<file path="src/sv/hri_pkg.sv">
// Shared widths, state codes and the cell control bundle of the radical inverse block.
package hri_pkg;

   localparam int BASE_BITS          = 8;
   localparam int INDEX_PORT_BITS    = 32;
   localparam int FRACTION_PORT_BITS = 32;

   typedef logic [BASE_BITS-1:0]          base_type;
   typedef logic [INDEX_PORT_BITS-1:0]    index_type;
   typedef logic [FRACTION_PORT_BITS-1:0] fraction_type;

   // one-hot sequencer states
   typedef enum logic [3:0] {
      ST_IDLE   = 4'b0001,
      ST_SPLIT  = 4'b0010,
      ST_MIRROR = 4'b0100,
      ST_DONE   = 4'b1000
   } hri_state_type;

   // control shared by every divider cell of the row
   typedef struct packed {
      logic     clear;   // zero the remainder before a new index
      logic     flush;   // drop in-flight valid tokens at a phase change
      base_type base;    // divisor
   } hri_cell_ctl_type;

endpackage

</file>
<file path="src/sv/hri_channels.sv">
// Valid/ready channel interfaces for the request and response sides.
interface hri_req_if import hri_pkg::*; ();
   logic      valid;
   logic      ready;
   base_type  base;
   index_type index;

   modport source (output valid, output base, output index, input ready);
   modport sink   (input valid, input base, input index, output ready);
endinterface

interface hri_rsp_if import hri_pkg::*; ();
   logic         valid;
   logic         ready;
   fraction_type fraction;
   logic         bad_base;

   modport source (output valid, output fraction, output bad_base, input ready);
   modport sink   (input valid, input fraction, input bad_base, output ready);
endinterface

</file>
<file path="src/sv/hri_cell.sv">
// Bit-serial divider cell: one dividend bit in, one quotient bit out, remainder kept.
module hri_cell import hri_pkg::*; (
   input  logic             clock,
   input  logic             reset,
   input  hri_cell_ctl_type ctl,
   input  logic             in_bit,
   input  logic             in_valid,
   output logic             out_bit,
   output logic             out_valid
);

   logic [BASE_BITS-1:0] rem_ff, rem_in;
   logic                 q_ff;
   logic                 v_ff, v_in;
   logic [BASE_BITS:0]   trial;
   logic [BASE_BITS:0]   diff;
   logic                 fits;

   assign trial = {rem_ff, in_bit};
   assign diff  = trial - {1'b0, ctl.base};
   assign fits  = (trial >= {1'b0, ctl.base});

   always_comb begin
      priority if (ctl.clear) begin
         rem_in = '0;
      end else if (in_valid) begin
         rem_in = fits ? diff[BASE_BITS-1:0] : trial[BASE_BITS-1:0];
      end else begin
         rem_in = rem_ff;
      end
      v_in = in_valid & ~ctl.flush & ~ctl.clear;
   end

   always_ff @(posedge clock) begin
      rem_ff <= rem_in;
      if (in_valid) begin
         q_ff <= fits;
      end
      if (reset) begin
         v_ff <= 1'b0;
      end else begin
         v_ff <= v_in;
      end
   end

   assign out_bit   = q_ff;
   assign out_valid = v_ff;

endmodule

</file>
<file path="src/sv/halton_radical_inverse.sv">
// Top level of the Halton radical inverse block: sequencer, divider cell row, response register.
//
//   channel | dir | transfer contents               | when
//   --------+-----+---------------------------------+-----------------------------
//   req_ch  | in  | base (8b), index (32b)          | req_ch.valid & req_ch.ready
//   rsp_ch  | out | fraction (Q0.32), bad_base (1b) | rsp_ch.valid & rsp_ch.ready
//
// A new request is taken only once the last item has left the sequencer; each item
// makes a bit-serial walk through the cell row: the index streams forward through
// INDEX_BITS cells, then the fraction streams back. A base below two skips the row.
// Reset (synchronous) returns the sequencer to idle and empties the response register.
// A stalled response holds in its register while the next item is already taken in;
// the sequencer waits in its final state only if that register is still full.
//
// Method: in the split phase cell k divides the quotient stream of cell k-1 by the base,
// so once the index has passed, cell k holds base digit k as its remainder. In the
// mirror phase the stream turns round: cell j starts from remainder d_j and divides the
// quotient stream of cell j+1, giving acc_j = floor((d_j*2^F + acc_(j+1)) / b) MSB first.
// Cell 0 delivers the fraction. Leading zero digits leave the result untouched.
module halton_radical_inverse import hri_pkg::*; #(
   parameter int INDEX_BITS    = 32,
   parameter int FRACTION_BITS = 32
) (
   input  logic       clock,
   input  logic       reset,
   hri_req_if.sink    req_ch,
   hri_rsp_if.source  rsp_ch
);

   localparam int CntBits = $clog2(2 * INDEX_BITS + FRACTION_BITS);

   hri_state_type state_ff, state_in;
   logic [CntBits-1:0]       cnt_ff, cnt_in;
   base_type                 base_ff, base_in;
   logic [INDEX_BITS-1:0]    idx_ff, idx_in;
   logic [FRACTION_BITS-1:0] acc_ff, acc_in;
   logic                     bad_ff, bad_in;

   logic                     rsp_valid_ff, rsp_valid_in;
   fraction_type             rsp_frac_ff, rsp_frac_in;
   logic                     rsp_bad_ff, rsp_bad_in;

   logic                     req_take;
   logic                     rsp_free;
   hri_cell_ctl_type         cell_ctl;

   logic [INDEX_BITS-1:0]    cell_in_bit;
   logic [INDEX_BITS-1:0]    cell_in_valid;
   logic [INDEX_BITS-1:0]    cell_q;
   logic [INDEX_BITS-1:0]    cell_v;

   logic [INDEX_BITS+INDEX_PORT_BITS-1:0]       idx_wide;
   logic [FRACTION_BITS+FRACTION_PORT_BITS-1:0] frac_wide;

   logic split_feed;   // index bits still entering cell 0
   logic mirror_feed;  // zero bits still entering the top cell
   logic split_last;
   logic mirror_last;

   assign idx_wide  = {{INDEX_BITS{1'b0}}, req_ch.index};
   assign frac_wide = {{FRACTION_PORT_BITS{1'b0}}, acc_ff};

   assign req_take = (state_ff == ST_IDLE) & req_ch.valid;
   assign rsp_free = ~rsp_valid_ff | rsp_ch.ready;

   assign split_feed  = (cnt_ff < CntBits'(INDEX_BITS));
   assign mirror_feed = (cnt_ff < CntBits'(FRACTION_BITS));
   assign split_last  = (cnt_ff == CntBits'(2 * INDEX_BITS - 2));
   assign mirror_last = (cnt_ff == CntBits'(INDEX_BITS + FRACTION_BITS - 1));

   // Row control: clear remainders on a new index, drop tokens when direction turns.
   always_comb begin
      cell_ctl.base  = base_ff;
      cell_ctl.clear = req_take;
      cell_ctl.flush = (state_ff == ST_SPLIT) & split_last;
   end

   // Route each cell's input: from below while splitting, from above while mirroring.
   for (genvar k = 0; k < INDEX_BITS; k++) begin : g_row
      if (k == 0) begin : g_first
         always_comb begin
            unique case (state_ff)
               ST_SPLIT: begin
                  cell_in_bit[k]   = idx_ff[INDEX_BITS-1];
                  cell_in_valid[k] = split_feed;
               end
               ST_MIRROR: begin
                  cell_in_bit[k]   = cell_q[k+1];
                  cell_in_valid[k] = cell_v[k+1];
               end
               default: begin
                  cell_in_bit[k]   = 1'b0;
                  cell_in_valid[k] = 1'b0;
               end
            endcase
         end
      end else if (k == INDEX_BITS - 1) begin : g_last
         always_comb begin
            unique case (state_ff)
               ST_SPLIT: begin
                  cell_in_bit[k]   = cell_q[k-1];
                  cell_in_valid[k] = cell_v[k-1];
               end
               ST_MIRROR: begin
                  cell_in_bit[k]   = 1'b0;
                  cell_in_valid[k] = mirror_feed;
               end
               default: begin
                  cell_in_bit[k]   = 1'b0;
                  cell_in_valid[k] = 1'b0;
               end
            endcase
         end
      end else begin : g_mid
         always_comb begin
            unique case (state_ff)
               ST_SPLIT: begin
                  cell_in_bit[k]   = cell_q[k-1];
                  cell_in_valid[k] = cell_v[k-1];
               end
               ST_MIRROR: begin
                  cell_in_bit[k]   = cell_q[k+1];
                  cell_in_valid[k] = cell_v[k+1];
               end
               default: begin
                  cell_in_bit[k]   = 1'b0;
                  cell_in_valid[k] = 1'b0;
               end
            endcase
         end
      end

      hri_cell u_cell (
         .clock     (clock),
         .reset     (reset),
         .ctl       (cell_ctl),
         .in_bit    (cell_in_bit[k]),
         .in_valid  (cell_in_valid[k]),
         .out_bit   (cell_q[k]),
         .out_valid (cell_v[k])
      );
   end

   // Sequencer
   always_comb begin
      state_in     = state_ff;
      cnt_in       = cnt_ff;
      base_in      = base_ff;
      idx_in       = idx_ff;
      acc_in       = acc_ff;
      bad_in       = bad_ff;
      rsp_valid_in = rsp_valid_ff & ~rsp_ch.ready;
      rsp_frac_in  = rsp_frac_ff;
      rsp_bad_in   = rsp_bad_ff;

      unique case (state_ff)
         ST_IDLE: begin
            if (req_ch.valid) begin
               base_in = req_ch.base;
               idx_in  = idx_wide[INDEX_BITS-1:0];
               acc_in  = '0;
               cnt_in  = '0;
               if (req_ch.base < base_type'(2)) begin
                  bad_in   = 1'b1;
                  state_in = ST_DONE;
               end else begin
                  bad_in   = 1'b0;
                  state_in = ST_SPLIT;
               end
            end
         end
         ST_SPLIT: begin
            // advance the index MSB first into cell 0
            idx_in = {idx_ff[INDEX_BITS-2:0], 1'b0};
            cnt_in = cnt_ff + CntBits'(1);
            if (split_last) begin
               cnt_in   = '0;
               state_in = ST_MIRROR;
            end
         end
         ST_MIRROR: begin
            if (cell_v[0]) begin
               acc_in = {acc_ff[FRACTION_BITS-2:0], cell_q[0]};
            end
            cnt_in = cnt_ff + CntBits'(1);
            if (mirror_last) begin
               state_in = ST_DONE;
            end
         end
         ST_DONE: begin
            // hold until the response register can take the result
            if (rsp_free) begin
               rsp_valid_in = 1'b1;
               rsp_frac_in  = frac_wide[FRACTION_PORT_BITS-1:0];
               rsp_bad_in   = bad_ff;
               state_in     = ST_IDLE;
            end
         end
         default: begin
            state_in = ST_IDLE;
         end
      endcase
   end

   always_ff @(posedge clock) begin
      base_ff     <= base_in;
      idx_ff      <= idx_in;
      acc_ff      <= acc_in;
      bad_ff      <= bad_in;
      rsp_frac_ff <= rsp_frac_in;
      rsp_bad_ff  <= rsp_bad_in;
      if (reset) begin
         state_ff     <= ST_IDLE;
         cnt_ff       <= '0;
         rsp_valid_ff <= 1'b0;
      end else begin
         state_ff     <= state_in;
         cnt_ff       <= cnt_in;
         rsp_valid_ff <= rsp_valid_in;
      end
   end

   assign req_ch.ready    = (state_ff == ST_IDLE);
   assign rsp_ch.valid    = rsp_valid_ff;
   assign rsp_ch.fraction = rsp_frac_ff;
   assign rsp_ch.bad_base = rsp_bad_ff;

endmodule

</file>
<file path="src/flat_wrapper.sv">
// flat-port wrapper written by rule: the top's interface ports become plain ports
module halton_radical_inverse_flat import hri_pkg::*;
#(
   parameter int INDEX_BITS    = 32,
   parameter int FRACTION_BITS = 32
)
  (clock, reset, req_ch_valid, req_ch_base, req_ch_index, req_ch_ready, rsp_ch_valid, rsp_ch_fraction, rsp_ch_bad_base, rsp_ch_ready);
  hri_req_if req_ch_i ();
  hri_rsp_if rsp_ch_i ();
  input  logic clock;
  input  logic reset;
  input wire logic [$bits(req_ch_i.valid)-1:0] req_ch_valid;
  input wire logic [$bits(req_ch_i.base)-1:0] req_ch_base;
  input wire logic [$bits(req_ch_i.index)-1:0] req_ch_index;
  output wire logic [$bits(req_ch_i.ready)-1:0] req_ch_ready;
  output wire logic [$bits(rsp_ch_i.valid)-1:0] rsp_ch_valid;
  output wire logic [$bits(rsp_ch_i.fraction)-1:0] rsp_ch_fraction;
  output wire logic [$bits(rsp_ch_i.bad_base)-1:0] rsp_ch_bad_base;
  input wire logic [$bits(rsp_ch_i.ready)-1:0] rsp_ch_ready;
  assign req_ch_i.valid = req_ch_valid;
  assign req_ch_i.base = req_ch_base;
  assign req_ch_i.index = req_ch_index;
  assign req_ch_ready = req_ch_i.ready;
  assign rsp_ch_valid = rsp_ch_i.valid;
  assign rsp_ch_fraction = rsp_ch_i.fraction;
  assign rsp_ch_bad_base = rsp_ch_i.bad_base;
  assign rsp_ch_i.ready = rsp_ch_ready;
  halton_radical_inverse #(.INDEX_BITS(INDEX_BITS), .FRACTION_BITS(FRACTION_BITS)) u_core (.clock(clock), .reset(reset), .req_ch(req_ch_i), .rsp_ch(rsp_ch_i));
endmodule
</file>
<file path="config.mk">
export PLATFORM = sky130hd
export DESIGN_NAME = halton_radical_inverse_flat
export DESIGN_NICKNAME = d
export VERILOG_FILES = /design/src/sv/hri_pkg.sv /design/src/sv/hri_channels.sv /design/src/sv/hri_cell.sv /design/src/sv/halton_radical_inverse.sv /design/src/flat_wrapper.sv
export SDC_FILE = /design/constraint.sdc
export NUM_CORES = 1
export LEC_CHECK = 0
export ABC_AREA = 1
export BUFFER_PORTS_ARGS = -buffer_cell sky130_fd_sc_hd__buf_2
export CORE_MARGIN = 1.5
export CORE_UTILIZATION = 62
export CTS_CLUSTER_SIZE = 30
export DETAILED_ROUTE_END_ITERATION = 16
export HOLD_SLACK_MARGIN = 0.06
export PLACE_DENSITY = 0.79
export SLEW_MARGIN = 20
export SYNTH_ARGS = -nofsm -noshare
export SYNTH_HDL_FRONTEND = slang
export SYNTH_SLANG_ARGS = --single-unit
</file>
<file path="constraint.sdc">
create_clock -name clock -period 4.8 [get_ports clock]
set_clock_uncertainty 0.1 [all_clocks]
set_input_delay 0.24 -clock clock [delete_from_list [all_inputs] [get_ports clock]]
set_output_delay 0.24 -clock clock [all_outputs]
set_load 0.05 [all_outputs]
</file>
-- Word-level counts from Yosys, hierarchy flattened
Index checks and enable logic that the tools add are counted.
- bits in registers: 438
- bits of input ports: 44
- output and inout port bits: 35
- word-level logic and storage cells: 377
- $add $sub $neg: 33
- order comparisons: 34
- eq/ne operators: 11
- multiplexer cells: 113
- bitwise logic cells: 72
- reductions and logical operators: 9
- operators with widths (cell ; count):
    >= comparator 9 x 8 -> 1 bit ; 32
    two-way mux 8 bit ; 32
    subtractor 8 bit ; 32
    one-hot mux 32 bit (2 select lines) ; 2
    one-hot mux 1 bit (2 select lines) ; 63
    two-way mux 32 bit ; 3
    AND 1 bit ; 67
    one-hot mux 7 bit (3 select lines) ; 1
    two-way mux 4 bit ; 5
    one-hot mux 4 bit (4 select lines) ; 1
    == test 7 x 6 -> 1 bit (second input constant) ; 2
    two-way mux 7 bit ; 2
    < comparator 8 x 2 -> 1 bit (second input constant) ; 1
    AND reduction 2 bit ; 4
    adder 7 x 1 -> 7 bit (second input constant) ; 1
    < comparator 7 x 6 -> 1 bit (second input constant) ; 1
    inequality test 2 x 1 -> 1 bit (second input constant) ; 3
    == test 4 x 1 -> 1 bit (second input constant) ; 1
    == test 4 x 2 -> 1 bit (second input constant) ; 1
    == test 4 x 3 -> 1 bit (second input constant) ; 1
    == test 4 bit (second input constant) ; 1
    two-way mux 1 bit ; 4
    inequality test 2 bit (second input constant) ; 2
    inverter 1 bit ; 4
    other kinds (5) ; 6

-- Longest topological paths before layout
- depth in word-level cells: 5
- depth in mapped cells: 21
- mapped depth without buffers: 19

-- Modules after synthesis
Synthesis repeated with hierarchy kept, for this count alone.
- cell total of the unflattened synthesis: 4883
- area, all modules: 33940.1 sq um
- by module, submodules not included (module ; instances ; cells an instance ; area an instance (sq um) ; seq. area each (sq um)):
    hri_cell at u_core.g_row[11].u_cell ... ; 25 ; 136 ; 890.9 ; 210.2
    hri_cell at u_core.g_row[0].u_cell ... ; 7 ; 134 ; 904.6 ; 210.2
    halton_radical_inverse ; 1 ; 545 ; 5336.4 ; 3423.3

-- Least setup slack after synthesis
Ideal clock, no wire load.
- kind: flip-flop to flip-flop
- from: reg u_core.base_ff[1]
- to: reg u_core.g_row[12].u_cell.rem_ff[1]
- setup time: 114 ps
- arrival time: 3677 ps
- data required time: 4586 ps
- setup slack: 909 ps
- stages on the path, launching flop included: 13
- path buffers: 1
- period minus slack after synthesis: 3891 ps
- cells stage by stage: edfxtp_1 > inv_1 > ha_1 > nand2_1 > nor2_1 > nand2_1 > nand3_1 > nand2_1 > nand2_1 > buf_2 > o21ai_0 > o21bai_1 > inv_1
- longest elaborated chain between the ends: 2
- elaborated cells between the ends (all ways): 3
- those cells by class: add/sub (1); order compare (1); mux (1)
- ends and longest elaborated chain (item ; line ; text):
    start: declaration ; halton_radical_inverse.sv:34 ; base_type base_ff, base_in;
    start signal: assignment ; halton_radical_inverse.sv:206 ; base_ff <= base_in;
    >= comparator 9 x 8 -> 1 bit ; hri_cell.sv:21 ; assign fits = (trial >= {1'b0, ctl.base});
    via u_core.g_row[12].u_cell.fits ; hri_cell.sv:17 ; logic fits;
    two-way mux 8 bit ; hri_cell.sv:27 ; rem_in = fits ? diff[BASE_BITS-1:0] : trial[BASE_BITS-1:0];
    end signal: assignment ; hri_cell.sv:35 ; rem_ff <= rem_in;
    end: declaration ; hri_cell.sv:12 ; logic [BASE_BITS-1:0] rem_ff, rem_in;
The timed path passes the listed nets, and every way through them passes these cells.
A chain may end at the register's enable or synchronous reset.

-- Worst setup path in the final report
- from: reg u_core.state_ff[0]
- to: reg u_core.g_row[29].u_cell.rem_ff[2]
- longest elaborated chain between the ends: 4
- elaborated cells between the ends (all ways): 9
- those cells by class: add/sub (1); order compare (1); eq/ne (3); mux (3); bitwise (1)
- ends and longest elaborated chain (item ; line ; text):
    start: declaration ; halton_radical_inverse.sv:32 ; hri_state_type state_ff, state_in;
    start signal: assignment ; halton_radical_inverse.sv:217 ; state_ff <= state_in;
    == test 4 x 3 -> 1 bit / == test 4 x 2 -> 1 bit (equally long branches) ; halton_radical_inverse.sv:116 ; unique case (state_ff)
    one-hot mux 1 bit (2 select lines) ; halton_radical_inverse.sv:116 ;
    subtractor 8 bit / >= comparator 9 x 8 -> 1 bit (equally long branches) ; hri_cell.sv:20, hri_cell.sv:21 ;
    two-way mux 8 bit ; hri_cell.sv:27 ;
    end signal: assignment ; hri_cell.sv:35 ;
    end: declaration ; hri_cell.sv:12 ;
Several ways; a longest one is shown, not always the timed one.

==> metrics.yaml <==
cpLargestDelayFamily: "simple AND/OR/NAND/NOR gates"
ys_ff_latch: 438
syn-num-nets: 5265
drt_iter0_drc: 2277
regArea_um2: 10100
slew_viol_final: 0
clkPwrFrac: 0.308
hold_path.class: "primary input to register"
p_sw_mw: 5.24
avgSynthCellArea_um2: 6.65
cts_resized: 0
die_y_um: 233
critPathKind: "register to register"
period_minus_slack_ns: 3.61
ant_nets: 0
grt.overflow.total: 0
numCtsBuffers: 50
synth_ff_type: "dfxtp_1"
port-buffer-count: 78
drc_errors: 0
cp_common_cell: "nand2_1"
vias_per_cell: 5.30
die_w_um: 233
totalWireLength_um: 80700
synth_top_area_share: 0.183
final_hold_viol_count: 0
dr.pass1.iters: 6
pin_count: 79
post-synth-top-count-cell: "nand2_1"
p_int_mw: 8.37
placedInstanceArea_um2: 33600
multi_input_area_um2: 18600
antenna_found_initial: 0
power.leakage_nw: 19.5
area_growth_pct: 9.25
ys_types: 42
power.density_nw_per_um2: 380
place_ws_ns: 1.40
hold_slack_ns: 0.198
grt_max_degree: 102
crit_required_ns: 5.20
slew_headroom: 0.302
post-route-period-util: 0.752
num_vias: 30456
yosysWarnings: 0
synth_area_um2: 32800
max_freq_mhz: 277
core-area_um2: 52400
cp_max_fo: 53
fin_util: 0.683
crit_buf_inv: 4
setup_tns_ns: 0
dp.cells: 5611
antennaDiodeCount: 0
stdcell_count: 5747
htreeDepth: 2
yosys.area.top_type: "dfxtp_1"
cap_viol_max_count: 0
path_cells: "nor2_2 -> nand2_4 -> inv_2 -> nand2_1 -> o21ai_0 -> inv_1 -> ha_1 -> nand2_1 -> inv_1 -> nand3_1 -> nand4_1 -> o21ai_0 -> nand2_1 -> nand2_1 -> inv_1"
clockBufferDepth: 3
dp_hpwl_um: 51700
worstPathArrival_ns: 4.01
synth_edf_count: 138
num-fill-cells: 4592
placementRows: 84
die-area_um2: 54300
postLayoutSetupSlackWorst_ns: 1.19
cts_sinks: 438
cts_tree: "done"
grt_pass1_vias: 28011
yosysSeqAreaShare: 0.310
status: "complete, no violations"
pwr-share-comb: 0.370
place_congestion: 0.902
fin_area_um2: 35800
grt_pass1_wl_um: 134000
slowest_delay_ns: 0.59
end_kind: "register"
start_util: 0.625
rsz0062_at_grt: "no"
clkSlewWorstSetupHoldPaths_ns: 0.06
vdd_ir_drop_max_uv: 270
synthArstFlopShare: 0
fin_nets: 5352
synth_cells: 4931
drive_gt1_frac: 0.0638
finalSetupViolCount: 0
swShare: 0.385
yosys-top-cells-area: "dfxtp_1 (18%), nand2_1 (17%), edfxtp_1 (13%), inv_1 (10%), ha_1 (9.8%)"
power_mw: 13.6
wl_per_cell_um: 14.0
worstMarginPinSlew_ns: 1.05
clockRootBuffer: "clkbuf_16"
start_kind: "register"
clkLatencyLatePin_ns: 0.60
pwr-share-seq: 0.322
track_usage: 0.299
slowest_stage: "inv_2"
synth_common_cells: "nand2_1 (1462), inv_1 (893), nand3_1 (528)"
[state kept, by name, indices dropped and copies added (netlist names)]
name,flops
u_core.acc_ff,32
u_core.bad_ff,1
u_core.base_ff,8
u_core.cnt_ff,7
u_core.g_row.u_cell.out_bit,32
u_core.g_row.u_cell.out_valid,32
u_core.g_row.u_cell.rem_ff,256
u_core.idx_ff,32
u_core.rsp_ch.bad_base,1
u_core.rsp_ch.fraction,32
u_core.rsp_ch.valid,1
u_core.state_ff,4
[cells by family after synthesis]
group,count (synthesis),synth area share
AND/OR/NAND/NOR,2527,0.325
buffers and inverters,1022,0.125
AO/OA/AOI/OAI,519,0.0866
flip-flops,438,0.310
adder cells (fa/ha/maj),290,0.118
XOR/XNOR,135,0.0361
[metal layers]
metal / vias up / global-route usage / routed length [um]
met3: 151 / 0.0381 / 4470
met4: 0 / 0.101 / 2440
met5: - / 0 / 0
met1: 13788 / 0.393 / 36800
li1: 15762 / - / -
met2: 755 / 0.506 / 36900
[worst paths after layout]
kind	end	start	slack, ns	cells after the start
hold / removal	u_core.state_ff[2]$_SDFFE_PP0P_	rsp_ch_ready	0.20	8
setup / recovery	u_core.g_row[29].u_cell.rem_ff[2]$_SDFFE_PP0P_	u_core.state_ff[0]$_SDFFE_PP1P_	1.19	15
hold reg to reg	u_core.rsp_ch.fraction[31]$_DFFE_PP_	u_core.acc_ff[31]$_SDFFCE_PP0P_	0.32	0
setup reg to reg	u_core.g_row[29].u_cell.rem_ff[2]$_SDFFE_PP0P_	u_core.state_ff[0]$_SDFFE_PP1P_	1.19	15
[final cells by class]
type / count / share of cell area
clock buffer: 60 / 0.0377
tap: 688 / 0.0240
clock inverter: 33 / 0.0123
sequential: 438 / 0.283
inverter: 911 / 0.0956
timing repair buffer: 146 / 0.0282
multi-input combinational: 3471 / 0.519
[tightest hold or removal path, cell delays in order]
cell     delay, ns
buf_2         0.08
inv_1         0.07
nand2_1       0.08
or2_2         0.11
nand3_1       0.09
nor2_1        0.09
nand2_1       0.06
inv_1         0.05
[repair_timing]
item	CTS	global route
buffers inserted	0	0
hold buffers	43	0
endpoints found under the hold margin	48	0
setup endpoints to repair	0	0
[power groups by stage]
stage | Sequential [mW] | Combinational [mW] | Clock, mW
finish | 4.38 | 5.04 | 4.19
global route | 4.42 | 5.67 | 4.41
CTS | 4.38 | 4.98 | 4.25
detailed placement | 4.45 | 4.90 | 0
global placement | 4.44 | 4.84 | 0
floorplan | 4.53 | 3.61 | 0
[cell usage in the layout, fill, tap and decap left out, types with 45 or more instances in the layout]
master and instances:
o21ai_0 214, inv_1 886, xor2_1 86, clkbuf_16 52, dfxtp_1 300, a21oi_1 180, xnor2_1 49, buf_2 78
edfxtp_1 138, nor2_1 333, ha_1 258, nand2_2 45, nand3_1 528, nand2_1 1461
Note: power is estimated with default switching activity, not from simulation.
